File: src/design/assert_macros.svh
// Assertion helpers used by the display module.
`ifndef ASSERT_MACROS_SVH
`define ASSERT_MACROS_SVH

// A condition that must hold at every clock edge outside reset.
`define ASSERT_ALWAYS(label, clk, rst, cond, msg) \
   label: assert property (@(posedge clk) disable iff (rst) (cond)) else $error(msg);

// A consequence that must hold in the cycle after its antecedent.
`define ASSERT_NEXT(label, clk, rst, ante, cons, msg) \
   label: assert property (@(posedge clk) disable iff (rst) (ante) |=> (cons)) \
      else $error(msg);

`endif

File: src/design/tsd_pkg.sv
package tsd_pkg;

   localparam int GLYPH_WIDTH     = 5;
   localparam int TEMP_WIDTH      = 16;
   localparam int ENABLE_WIDTH    = 3;
   localparam int CSR_INDEX_WIDTH = 4;
   localparam int CSR_DATA_WIDTH  = 16;
   localparam int DIVIDER_WIDTH   = 8;
   localparam int PERIOD_WIDTH    = 16;

   localparam logic [GLYPH_WIDTH-1:0] GLYPH_ONE        = 5'd1;
   localparam logic [GLYPH_WIDTH-1:0] GLYPH_BLANK      = 5'd10;
   localparam logic [GLYPH_WIDTH-1:0] GLYPH_MINUS      = 5'd11;
   localparam logic [GLYPH_WIDTH-1:0] GLYPH_DEGREE     = 5'd12;
   localparam logic [GLYPH_WIDTH-1:0] GLYPH_UNDERSCORE = 5'd13;

   localparam logic [CSR_INDEX_WIDTH-1:0] CSR_REFRESH_DIVIDER = 4'd0;
   localparam logic [CSR_INDEX_WIDTH-1:0] CSR_BLINK_PERIOD    = 4'd1;

   localparam logic [DIVIDER_WIDTH-1:0] REFRESH_DIVIDER_RESET = 8'd100;
   localparam logic [PERIOD_WIDTH-1:0]  BLINK_PERIOD_RESET    = 16'd1000;

   typedef enum logic [1:0] {
      OP_TICK        = 2'd0,
      OP_TEMPERATURE = 2'd1,
      OP_GLYPHS      = 2'd2
   } op_type;

   typedef enum logic [1:0] {
      MODE_KEEP   = 2'd0,
      MODE_BLINK  = 2'd1,
      MODE_STEADY = 2'd2,
      MODE_DARK   = 2'd3
   } mode_type;

   typedef struct packed {
      logic [GLYPH_WIDTH-1:0] left;
      logic [GLYPH_WIDTH-1:0] middle;
      logic [GLYPH_WIDTH-1:0] right;
   } glyph_set_type;

   typedef struct packed {
      logic [ENABLE_WIDTH-1:0] digit_enable;
      logic [GLYPH_WIDTH-1:0]  segment_glyph;
      logic                    visible;
   } result_type;

   // Tens and units of a remainder below one hundred, packed as two nibbles.
   typedef logic [7:0] digit_pair_table_type [128];

   function automatic digit_pair_table_type build_digit_pairs();
      digit_pair_table_type table_out;
      logic [3:0] tens;
      logic [3:0] units;
      tens  = 4'd0;
      units = 4'd0;
      for (int i = 0; i < 128; i++) begin
         table_out[i] = (i < 100) ? {tens, units} : 8'd0;
         if (units == 4'd9) begin
            units = 4'd0;
            tens  = tens + 4'd1;
         end else begin
            units = units + 4'd1;
         end
      end
      return table_out;
   endfunction

   localparam digit_pair_table_type DIGIT_PAIRS = build_digit_pairs();

endpackage

File: src/design/tsd_req_if.sv
interface tsd_req_if;
   logic                                valid;
   logic                                ready;
   logic [1:0]                          operation;
   logic signed [tsd_pkg::TEMP_WIDTH-1:0] temp_raw;
   logic                                low_resolution;
   logic [tsd_pkg::GLYPH_WIDTH-1:0]     glyph_left;
   logic [tsd_pkg::GLYPH_WIDTH-1:0]     glyph_middle;
   logic [tsd_pkg::GLYPH_WIDTH-1:0]     glyph_right;
   logic [1:0]                          display_mode;

   modport source (
      output valid, operation, temp_raw, low_resolution,
             glyph_left, glyph_middle, glyph_right, display_mode,
      input  ready
   );
   modport sink (
      input  valid, operation, temp_raw, low_resolution,
             glyph_left, glyph_middle, glyph_right, display_mode,
      output ready
   );
endinterface

File: src/design/tsd_rsp_if.sv
interface tsd_rsp_if;
   logic                                valid;
   logic                                ready;
   logic [tsd_pkg::ENABLE_WIDTH-1:0]    digit_enable;
   logic [tsd_pkg::GLYPH_WIDTH-1:0]     segment_glyph;
   logic                                visible;

   modport source (
      output valid, digit_enable, segment_glyph, visible,
      input  ready
   );
   modport sink (
      input  valid, digit_enable, segment_glyph, visible,
      output ready
   );
endinterface

File: src/design/tsd_csr_if.sv
interface tsd_csr_if;
   logic                                 valid;
   logic                                 ready;
   logic [tsd_pkg::CSR_INDEX_WIDTH-1:0]  index;
   logic [tsd_pkg::CSR_DATA_WIDTH-1:0]   data;

   modport source (output valid, index, data, input ready);
   modport sink (input valid, index, data, output ready);
endinterface

File: src/design/temperature_seven_segment_display.sv
// Multiplexed seven-segment temperature display, driven by glyph codes.
// req carries one beat per command: a tick from the free-running timer, a
// raw temperature word to show, or three glyphs to write directly, each with
// an optional display mode (keep, blink, steady, dark).
// rsp returns one beat per request: the digit drive lines, the glyph on the
// segment port and the visibility flag, as they stand after that request.
// csr writes the refresh divider (index 0) and the blink period (index 1);
// it is always ready; the user writes it only while the block is idle, as the
// block does not enforce this. Throughput is one request per clock while
// req_ready is high: every command updates the state in the cycle it is
// accepted, and the temperature conversion (one constant reciprocal multiply
// and a digit table) fits in that cycle. The registered response follows in
// the next cycle when rsp is ready. A two-beat output stage (output and skid
// registers) lets the block take a request while a response waits; req_ready
// drops only when both are full, and rises again as soon as rsp takes a beat.
// Reset is synchronous: registers return to divider 100, period 1000,
// display shown without blinking, underscore on the left digit, drive off.
`include "assert_macros.svh"

module temperature_seven_segment_display #(
   parameter int DIGIT_COUNT = 3
) (
   input logic       clock,
   input logic       reset,
   tsd_req_if.sink   req,
   tsd_rsp_if.source rsp,
   tsd_csr_if.sink   csr
);

   localparam int POS_WIDTH = $clog2(DIGIT_COUNT);
   localparam logic [POS_WIDTH-1:0] LAST_POS = POS_WIDTH'(DIGIT_COUNT - 1);

   logic [tsd_pkg::DIVIDER_WIDTH-1:0] refresh_divider_ff, refresh_divider_in;
   logic [tsd_pkg::PERIOD_WIDTH-1:0]  blink_period_ff, blink_period_in;
   logic [tsd_pkg::DIVIDER_WIDTH-1:0] refresh_count_ff, refresh_count_in;
   logic [tsd_pkg::PERIOD_WIDTH-1:0]  blink_count_ff, blink_count_in;
   logic                              blinking_ff, blinking_in;
   logic                              shown_ff, shown_in;
   logic [POS_WIDTH-1:0]              scan_position_ff, scan_position_in;
   logic [tsd_pkg::GLYPH_WIDTH-1:0]   glyph_store_ff [DIGIT_COUNT];
   logic [tsd_pkg::GLYPH_WIDTH-1:0]   glyph_store_in [DIGIT_COUNT];
   logic [tsd_pkg::ENABLE_WIDTH-1:0]  enable_latch_ff, enable_latch_in;
   logic [tsd_pkg::GLYPH_WIDTH-1:0]   segment_latch_ff, segment_latch_in;

   logic                  out_valid_ff, out_valid_in;
   tsd_pkg::result_type   out_data_ff, out_data_in;
   logic                  skid_valid_ff, skid_valid_in;
   tsd_pkg::result_type   skid_data_ff, skid_data_in;

   tsd_pkg::glyph_set_type temp_glyphs;
   tsd_pkg::glyph_set_type new_glyphs;
   tsd_pkg::op_type        operation;
   tsd_pkg::mode_type      mode;
   tsd_pkg::result_type    result;
   logic                   accept;
   logic                   deliver;
   logic                   refresh_fire;
   logic [7:0]             onehot;

   tsd_temp_decode temp_decode (
      .temp_raw       (req.temp_raw),
      .low_resolution (req.low_resolution),
      .glyphs         (temp_glyphs)
   );

   assign req.ready = !skid_valid_ff;
   assign csr.ready = 1'b1;
   assign accept    = req.valid && req.ready;
   assign deliver   = out_valid_ff && rsp.ready;
   assign operation = tsd_pkg::op_type'(req.operation);
   assign mode      = tsd_pkg::mode_type'(req.display_mode);

   always_comb begin
      refresh_divider_in = refresh_divider_ff;
      blink_period_in    = blink_period_ff;
      if (csr.valid) begin
         unique case (csr.index)
            tsd_pkg::CSR_REFRESH_DIVIDER:
               refresh_divider_in = csr.data[tsd_pkg::DIVIDER_WIDTH-1:0];
            tsd_pkg::CSR_BLINK_PERIOD:
               blink_period_in = csr.data[tsd_pkg::PERIOD_WIDTH-1:0];
            default: ;
         endcase
      end
   end

   always_comb begin
      refresh_count_in = refresh_count_ff;
      blink_count_in   = blink_count_ff;
      blinking_in      = blinking_ff;
      shown_in         = shown_ff;
      scan_position_in = scan_position_ff;
      enable_latch_in  = enable_latch_ff;
      segment_latch_in = segment_latch_ff;
      for (int i = 0; i < DIGIT_COUNT; i++) begin
         glyph_store_in[i] = glyph_store_ff[i];
      end
      refresh_fire = 1'b0;
      onehot       = 8'(1) << scan_position_ff;
      new_glyphs   = (operation == tsd_pkg::OP_TEMPERATURE) ? temp_glyphs
                   : {req.glyph_left, req.glyph_middle, req.glyph_right};

      if (accept) begin
         case (operation) inside
            tsd_pkg::OP_TICK: begin
               // The blink toggle lands before the refresh step looks at it.
               if (blinking_ff) begin
                  if (blink_count_ff == '0) begin
                     blink_count_in = blink_period_ff;
                     shown_in       = !shown_ff;
                  end else begin
                     blink_count_in = blink_count_ff - 1'b1;
                  end
               end
               if (refresh_count_ff != '0) begin
                  refresh_count_in = refresh_count_ff - 1'b1;
               end else begin
                  refresh_count_in = refresh_divider_ff;
                  refresh_fire     = 1'b1;
                  if (shown_in) begin
                     segment_latch_in = glyph_store_ff[scan_position_ff];
                     enable_latch_in  = onehot[tsd_pkg::ENABLE_WIDTH-1:0];
                     scan_position_in = (scan_position_ff == '0) ? LAST_POS
                                      : scan_position_ff - 1'b1;
                  end else begin
                     enable_latch_in = '0;
                  end
               end
            end
            tsd_pkg::OP_TEMPERATURE, tsd_pkg::OP_GLYPHS: begin
               for (int i = 0; i < DIGIT_COUNT; i++) begin
                  if (i == 0) begin
                     glyph_store_in[i] = new_glyphs.left;
                  end else if (i == 1) begin
                     glyph_store_in[i] = new_glyphs.middle;
                  end else if (i == 2) begin
                     glyph_store_in[i] = new_glyphs.right;
                  end
               end
               case (mode)
                  tsd_pkg::MODE_BLINK: begin
                     blink_count_in = '0;
                     blinking_in    = 1'b1;
                     shown_in       = 1'b1;
                  end
                  tsd_pkg::MODE_STEADY: begin
                     blinking_in = 1'b0;
                     shown_in    = 1'b1;
                  end
                  tsd_pkg::MODE_DARK: begin
                     blinking_in = 1'b0;
                     shown_in    = 1'b0;
                  end
                  default: ;
               endcase
            end
            default: ;
         endcase
      end

      result = '{enable_latch_in, segment_latch_in, shown_in};
   end

   // Output register with a skid register behind it.
   always_comb begin
      out_valid_in  = out_valid_ff;
      out_data_in   = out_data_ff;
      skid_valid_in = skid_valid_ff;
      skid_data_in  = skid_data_ff;
      if (deliver) begin
         if (skid_valid_ff) begin
            out_data_in   = skid_data_ff;
            skid_valid_in = 1'b0;
         end else begin
            out_valid_in = accept;
            out_data_in  = result;
         end
      end else if (accept) begin
         if (out_valid_ff) begin
            skid_valid_in = 1'b1;
            skid_data_in  = result;
         end else begin
            out_valid_in = 1'b1;
            out_data_in  = result;
         end
      end
   end

   always_ff @(posedge clock) begin
      if (reset) begin
         refresh_divider_ff <= tsd_pkg::REFRESH_DIVIDER_RESET;
         blink_period_ff    <= tsd_pkg::BLINK_PERIOD_RESET;
         refresh_count_ff   <= '0;
         blink_count_ff     <= '0;
         blinking_ff        <= 1'b0;
         shown_ff           <= 1'b1;
         scan_position_ff   <= '0;
         enable_latch_ff    <= '0;
         segment_latch_ff   <= '0;
         for (int i = 0; i < DIGIT_COUNT; i++) begin
            glyph_store_ff[i] <= (i == 0) ? tsd_pkg::GLYPH_UNDERSCORE
                                          : tsd_pkg::GLYPH_BLANK;
         end
         out_valid_ff  <= 1'b0;
         skid_valid_ff <= 1'b0;
      end else begin
         refresh_divider_ff <= refresh_divider_in;
         blink_period_ff    <= blink_period_in;
         refresh_count_ff   <= refresh_count_in;
         blink_count_ff     <= blink_count_in;
         blinking_ff        <= blinking_in;
         shown_ff           <= shown_in;
         scan_position_ff   <= scan_position_in;
         enable_latch_ff    <= enable_latch_in;
         segment_latch_ff   <= segment_latch_in;
         for (int i = 0; i < DIGIT_COUNT; i++) begin
            glyph_store_ff[i] <= glyph_store_in[i];
         end
         out_valid_ff  <= out_valid_in;
         skid_valid_ff <= skid_valid_in;
      end
   end

   always_ff @(posedge clock) begin
      out_data_ff  <= out_data_in;
      skid_data_ff <= skid_data_in;
   end

   assign rsp.valid         = out_valid_ff;
   assign rsp.digit_enable  = out_data_ff.digit_enable;
   assign rsp.segment_glyph = out_data_ff.segment_glyph;
   assign rsp.visible       = out_data_ff.visible;

   `ASSERT_ALWAYS(skid_behind_output, clock, reset, !skid_valid_ff || out_valid_ff,
      "skid register holds a beat while the output register is empty")
   `ASSERT_ALWAYS(drive_onehot, clock, reset, $onehot0(enable_latch_ff),
      "more than one digit line driven")
   `ASSERT_ALWAYS(scan_in_range, clock, reset,
      32'(scan_position_ff) < 32'(DIGIT_COUNT), "scan position beyond last digit")
   `ASSERT_NEXT(dark_fire_blanks, clock, reset, refresh_fire && !shown_in,
      enable_latch_ff == '0, "refresh while dark left a digit driven")

endmodule

File: src/design/tsd_temp_decode.sv
module tsd_temp_decode (
   input  logic signed [tsd_pkg::TEMP_WIDTH-1:0] temp_raw,
   input  logic                                  low_resolution,
   output tsd_pkg::glyph_set_type                glyphs
);

   logic [15:0] word;
   logic [15:0] inverted;
   logic [15:0] magnitude;
   logic        negative;
   logic [28:0] product;
   logic [8:0]  hundreds;
   logic [15:0] remainder_full;
   logic [7:0]  pair;
   logic [tsd_pkg::GLYPH_WIDTH-1:0] tens_glyph;
   logic [tsd_pkg::GLYPH_WIDTH-1:0] units_glyph;

   always_comb begin
      word     = temp_raw;
      negative = word[15];
      inverted = ~word;
      // Arithmetic shift of a negative word, then negate: ~x >> n, plus one.
      if (negative) begin
         magnitude = (low_resolution ? (inverted >> 1) : (inverted >> 4)) + 16'd1;
      end else begin
         magnitude = low_resolution ? (word >> 1) : (word >> 4);
      end

      // 5243 / 2^19 is close enough to 1/100 to be exact below 43699.
      product        = 29'(magnitude) * 29'd5243;
      hundreds       = product[27:19];
      remainder_full = magnitude - 16'(hundreds) * 16'd100;
      pair           = tsd_pkg::DIGIT_PAIRS[remainder_full[6:0]];
      tens_glyph     = {1'b0, pair[7:4]};
      units_glyph    = {1'b0, pair[3:0]};

      if (magnitude >= 16'd100) begin
         glyphs = '{tsd_pkg::GLYPH_ONE, tens_glyph, units_glyph};
      end else if (magnitude >= 16'd10) begin
         if (negative) begin
            glyphs = '{tsd_pkg::GLYPH_MINUS, tens_glyph, units_glyph};
         end else begin
            glyphs = '{tens_glyph, units_glyph, tsd_pkg::GLYPH_DEGREE};
         end
      end else if (negative) begin
         glyphs = '{tsd_pkg::GLYPH_MINUS, units_glyph, tsd_pkg::GLYPH_DEGREE};
      end else begin
         glyphs = '{tsd_pkg::GLYPH_BLANK, units_glyph, tsd_pkg::GLYPH_DEGREE};
      end
   end

endmodule

File: src/flat_wrapper.sv
// flat-port wrapper written by rule: the top's interface ports become plain ports
module temperature_seven_segment_display_flat 
#(
   parameter int DIGIT_COUNT = 3
)
  (clock, reset, req_valid, req_operation, req_temp_raw, req_low_resolution, req_glyph_left, req_glyph_middle, req_glyph_right, req_display_mode, req_ready, rsp_valid, rsp_digit_enable, rsp_segment_glyph, rsp_visible, rsp_ready, csr_valid, csr_index, csr_data, csr_ready);
  tsd_req_if req_i ();
  tsd_rsp_if rsp_i ();
  tsd_csr_if csr_i ();
  input logic clock;
  input logic reset;
  input wire logic [$bits(req_i.valid)-1:0] req_valid;
  input wire logic [$bits(req_i.operation)-1:0] req_operation;
  input wire logic [$bits(req_i.temp_raw)-1:0] req_temp_raw;
  input wire logic [$bits(req_i.low_resolution)-1:0] req_low_resolution;
  input wire logic [$bits(req_i.glyph_left)-1:0] req_glyph_left;
  input wire logic [$bits(req_i.glyph_middle)-1:0] req_glyph_middle;
  input wire logic [$bits(req_i.glyph_right)-1:0] req_glyph_right;
  input wire logic [$bits(req_i.display_mode)-1:0] req_display_mode;
  output wire logic [$bits(req_i.ready)-1:0] req_ready;
  output wire logic [$bits(rsp_i.valid)-1:0] rsp_valid;
  output wire logic [$bits(rsp_i.digit_enable)-1:0] rsp_digit_enable;
  output wire logic [$bits(rsp_i.segment_glyph)-1:0] rsp_segment_glyph;
  output wire logic [$bits(rsp_i.visible)-1:0] rsp_visible;
  input wire logic [$bits(rsp_i.ready)-1:0] rsp_ready;
  input wire logic [$bits(csr_i.valid)-1:0] csr_valid;
  input wire logic [$bits(csr_i.index)-1:0] csr_index;
  input wire logic [$bits(csr_i.data)-1:0] csr_data;
  output wire logic [$bits(csr_i.ready)-1:0] csr_ready;
  assign req_i.valid = req_valid;
  assign req_i.operation = req_operation;
  assign req_i.temp_raw = req_temp_raw;
  assign req_i.low_resolution = req_low_resolution;
  assign req_i.glyph_left = req_glyph_left;
  assign req_i.glyph_middle = req_glyph_middle;
  assign req_i.glyph_right = req_glyph_right;
  assign req_i.display_mode = req_display_mode;
  assign req_ready = req_i.ready;
  assign rsp_valid = rsp_i.valid;
  assign rsp_digit_enable = rsp_i.digit_enable;
  assign rsp_segment_glyph = rsp_i.segment_glyph;
  assign rsp_visible = rsp_i.visible;
  assign rsp_i.ready = rsp_ready;
  assign csr_i.valid = csr_valid;
  assign csr_i.index = csr_index;
  assign csr_i.data = csr_data;
  assign csr_ready = csr_i.ready;
  temperature_seven_segment_display #(.DIGIT_COUNT(DIGIT_COUNT)) u_core (.clock(clock), .reset(reset), .req(req_i), .rsp(rsp_i), .csr(csr_i));
endmodule
File: config.mk
export PLATFORM = sky130hd
export DESIGN_NAME = temperature_seven_segment_display_flat
export DESIGN_NICKNAME = d
export VERILOG_FILES = /design/src/design/tsd_pkg.sv /design/src/design/tsd_req_if.sv /design/src/design/tsd_rsp_if.sv /design/src/design/tsd_csr_if.sv /design/src/design/temperature_seven_segment_display.sv /design/src/design/tsd_temp_decode.sv /design/src/flat_wrapper.sv
export VERILOG_INCLUDE_DIRS = /design/src /design/src/design
export SDC_FILE = /design/constraint.sdc
export NUM_CORES = 1
export LEC_CHECK = 0
export ABC_AREA = 1
export BUFFER_PORTS_ARGS = -buffer_cell sky130_fd_sc_hd__buf_2
export CAP_MARGIN = 10
export CORE_UTILIZATION = 31
export CTS_BUF_LIST = sky130_fd_sc_hd__clkbuf_8
export DETAILED_ROUTE_END_ITERATION = 8
export RECOVER_POWER = 50
export SLEW_MARGIN = 15
export SYNTH_ARGS = -nofsm -noshare
export SYNTH_HDL_FRONTEND = slang
export SYNTH_SLANG_ARGS = --single-unit
File: constraint.sdc
create_clock -name clock -period 13.7 [get_ports clock]
set_input_delay 2.055 -clock clock [delete_from_list [all_inputs] [get_ports clock]]
set_output_delay 2.055 -clock clock [all_outputs]
set_load 0.02 [all_outputs]
==> flow_summary.ini <==
[outcome]
outcome = finished, violations left
violations = max-capacitance violations, max-slew violations

[synthesis]
synthXorXnorAreaFrac = 0.02318
synth_adder_area_share = 0.2896
synth_mux_area_frac = 0.004933
synth_compound_area_frac = 0.1160
syn_avg_cell_area_um2 = 7.471
yosysWarnings = 0
synth-simple-area-share = 0.2198
synth_commonest_cells = nand2_1 (297), inv_1 (282), ha_1 (126)
syn_area_um2 = 10150
synth_area_leaders = ha_1 (16%), fa_1 (13%), dfxtp_1 (13%), nand2_1 (11%), inv_1 (10%)
seq_area_frac_synth = 0.2239
synth_top_area_cell = ha_1
synth_top_cell_area_share = 0.1554
ys.flop_type = dfxtp_1
post-synth-top-count-cell = nand2_1
yosys_register_bits = 97
syn_inst = 1358
synth_edf_count = 33
synth_top_family_by_area = adder cells
postSynth.asyncResetShare = 0
yosysUniqueCellTypes = 53

[route]
drc_errors = 0
first_iter_violations = 508
drtAntennaViolNets = 0
wl_per_cell_um = 12.17
drt-vias-per-instance = 4.531
drt_wl_total_um = 22710
vias = 8455
drt-pass1-iter-count = 6

[clocking]
cts.reportedPaths.clkPinSlew_ns = 0.08
ctsRootBufferMaster = clkbuf_8
holdBufCountCts = 0
clock_latency_ns = 0.36
ctsResizeCount = 0
cts_max_level = 3
numCtsBuffers = 9
cts_sinks = 97
post_cts_buffers = 0
clock_path_buffers = 2
cts_tree = built

[placed_design]
port_buffers = 70
post-dp-hpwl_um = 18530
globalplace.congestion = 0.9080
placed_cells = 1850

[cells_and_area]
instances_no_fill = 1866
antennaDiodeCount = 0
area_delta_synth_final_pct = 9.706
drive_gt1_frac = 0.09015
nets = 1681

[floorplan]
initial_utilization = 0.3182
die_x_um = 182.9
die_y_um = 182.9
dieArea_um2 = 33460
num_rows = 65
io_pins = 73
core_area_um2 = 31880

[global_route]
antenna_found_initial = 0
grt_remaining_overflow = 0
gr-usage-all-layers = 0.1390
grt_max_degree = 41
grt_pass1_wl_um = 38200
grt_pass1_vias = 8138

[worst_hold_path]
hp-class = reg2reg

[critical_path]
crit-reg2reg-launch = u_core.skid_valid_ff
cp_num_buf_inv = 8
reg2reg_slack_ns = 10.49
cpMostUsedCell = nand2_1
critPathKind = in2reg
arrival_ns = 10.88
cp_slowest_stage_delay_ns = 0.81
crit_cells = 36
ff2ff_path_depth = 10
cp-startpoint = req_low_resolution
r2r_end = u_core.rsp.segment_glyph[2]
worstSetupStartpointType = primary input
critPathTopFamily = adder cells
critPathCapture = u_core.glyph_store_ff[1][1]
cp-end-kind = flip-flop
crit_path_max_fanout = 26
crit_required_ns = 13.81
worst_path_max_delay_cell = fa_1

[sta]
min_period_over_period = 0.7861
fmax_mhz = 92.86
setup_viol = 0
final-hold-violation-count = 0
worst_slew_pin_slew_ns = 1.994
finalSetupTns_ns = 0
hold_slack_ns = 0.4573
finalClockSkew_ns = 0.01516
grt_setup_unrepaired = no
slew_headroom = -0.3291
drv_slew = 41
fin_crit_ns = 10.77

[job]
maxCapViolCount = 1
[cell families (layout without fill, tap and decap cells)]
logic type	after synthesis	after routing
XOR/XNOR	26	26
adder cells (fa/ha/maj)	194	194
AND/OR/NAND/NOR	515	515
multiplexers	5	5
buffers and inverters	317	382
other	2	10
AO/OA/AOI/OAI	202	202
flip-flops	97	97
[cell usage in the layout, fill, tap and decap left out, types with 5 or more instances in the layout]
cell type | netlist | routed
fa_1 | 68 | 68
o21bai_1 | 6 | 6
inv_2 | 6 | 6
conb_1 | 2 | 10
o21ai_0 | 64 | 64
o21ai_2 | 11 | 11
clkbuf_8 | 0 | 11
clkbuf_1 | 17 | 15
nand3_1 | 66 | 66
xnor2_1 | 6 | 6
nand3b_1 | 5 | 5
o211ai_1 | 19 | 19
dfxtp_1 | 64 | 64
nand2_1 | 297 | 297
buf_4 | 1 | 6
buf_2 | 3 | 55
nor2_1 | 92 | 92
a21oi_1 | 73 | 73
ha_1 | 126 | 126
edfxtp_1 | 33 | 33
mux2i_1 | 5 | 5
nor2_2 | 5 | 5
nor3_1 | 11 | 11
xor2_1 | 19 | 19
o21ai_1 | 8 | 8
inv_1 | 282 | 283
nand2_2 | 12 | 12
[area by class of cell]
class	count	area [um^2]
Clock buffer	11	151.4
Inverter	290	1089
Fill cell	3406	20750
Multi-Input combinational cell	952	6668
Timing Repair Buffer	76	376.6
Tap cell	435	544.3
Sequential cell	97	2272
Clock inverter	5	30.03
[how the worst min path moves through the flow]
stage | startpoint | endpoint | slack, ns | depth (start not counted)
floorplan | u_core.refresh_divider_ff[6] | u_core.refresh_divider_ff[6] | 0.42 | 2
global placement | u_core.blink_period_ff[0] | u_core.blink_period_ff[0] | 0.44 | 2
detailed placement | u_core.blink_period_ff[11] | u_core.blink_period_ff[11] | 0.45 | 2
CTS | u_core.blink_period_ff[11] | u_core.blink_period_ff[11] | 0.46 | 2
global route | u_core.blink_period_ff[0] | u_core.blink_period_ff[0] | 0.49 | 2
finish | u_core.blink_period_ff[11] | u_core.blink_period_ff[11] | 0.46 | 2
[sequential cells by signal, summed over array words and instances, names as in the netlist, 2 cells and up, named ones only]
register	flops
u_core.blink_count_ff	16
u_core.blink_period_ff	16
u_core.glyph_store_ff	15
u_core.skid_data_ff	9
u_core.refresh_count_ff	8
u_core.refresh_divider_ff	8
u_core.rsp.segment_glyph	5
u_core.segment_latch_ff	5
u_core.enable_latch_ff	3
u_core.rsp.digit_enable	3
u_core.scan_position_ff	2
[per-layer routing]
metal	GRT usage	vias up	wire length [um]
met1	0.1882	3919	11300
met2	0.2431	136	10640
met3	0.01390	13	634
li1	-	4387	-
met5	0	-	0
met4	0.02033	0	134
[tightest hold or removal path, cell delays in order (launching register included)]
cell     delay [ns]
dfxtp_1        0.31
inv_1          0.06
a21oi_1        0.05
[stage by stage]
stage | utilization | cell area (um^2) | setup slack [ns]
4_1_cts | 0.3497 | 11150 | 2.901
5_1_grt | 0.3491 | 11130 | 2.131
3_3_place_gp | 0.3440 | 10970 | 2.545
2_1_floorplan | - | 10180 | 4.010
6_report | 0.3491 | 11130 | 2.931
3_5_place_dp | 0.3440 | 10970 | 2.538
Power is left out: the tool's default activity adds up to more than one toggle a clock period on the data nets, which glitch-free logic cannot reach.
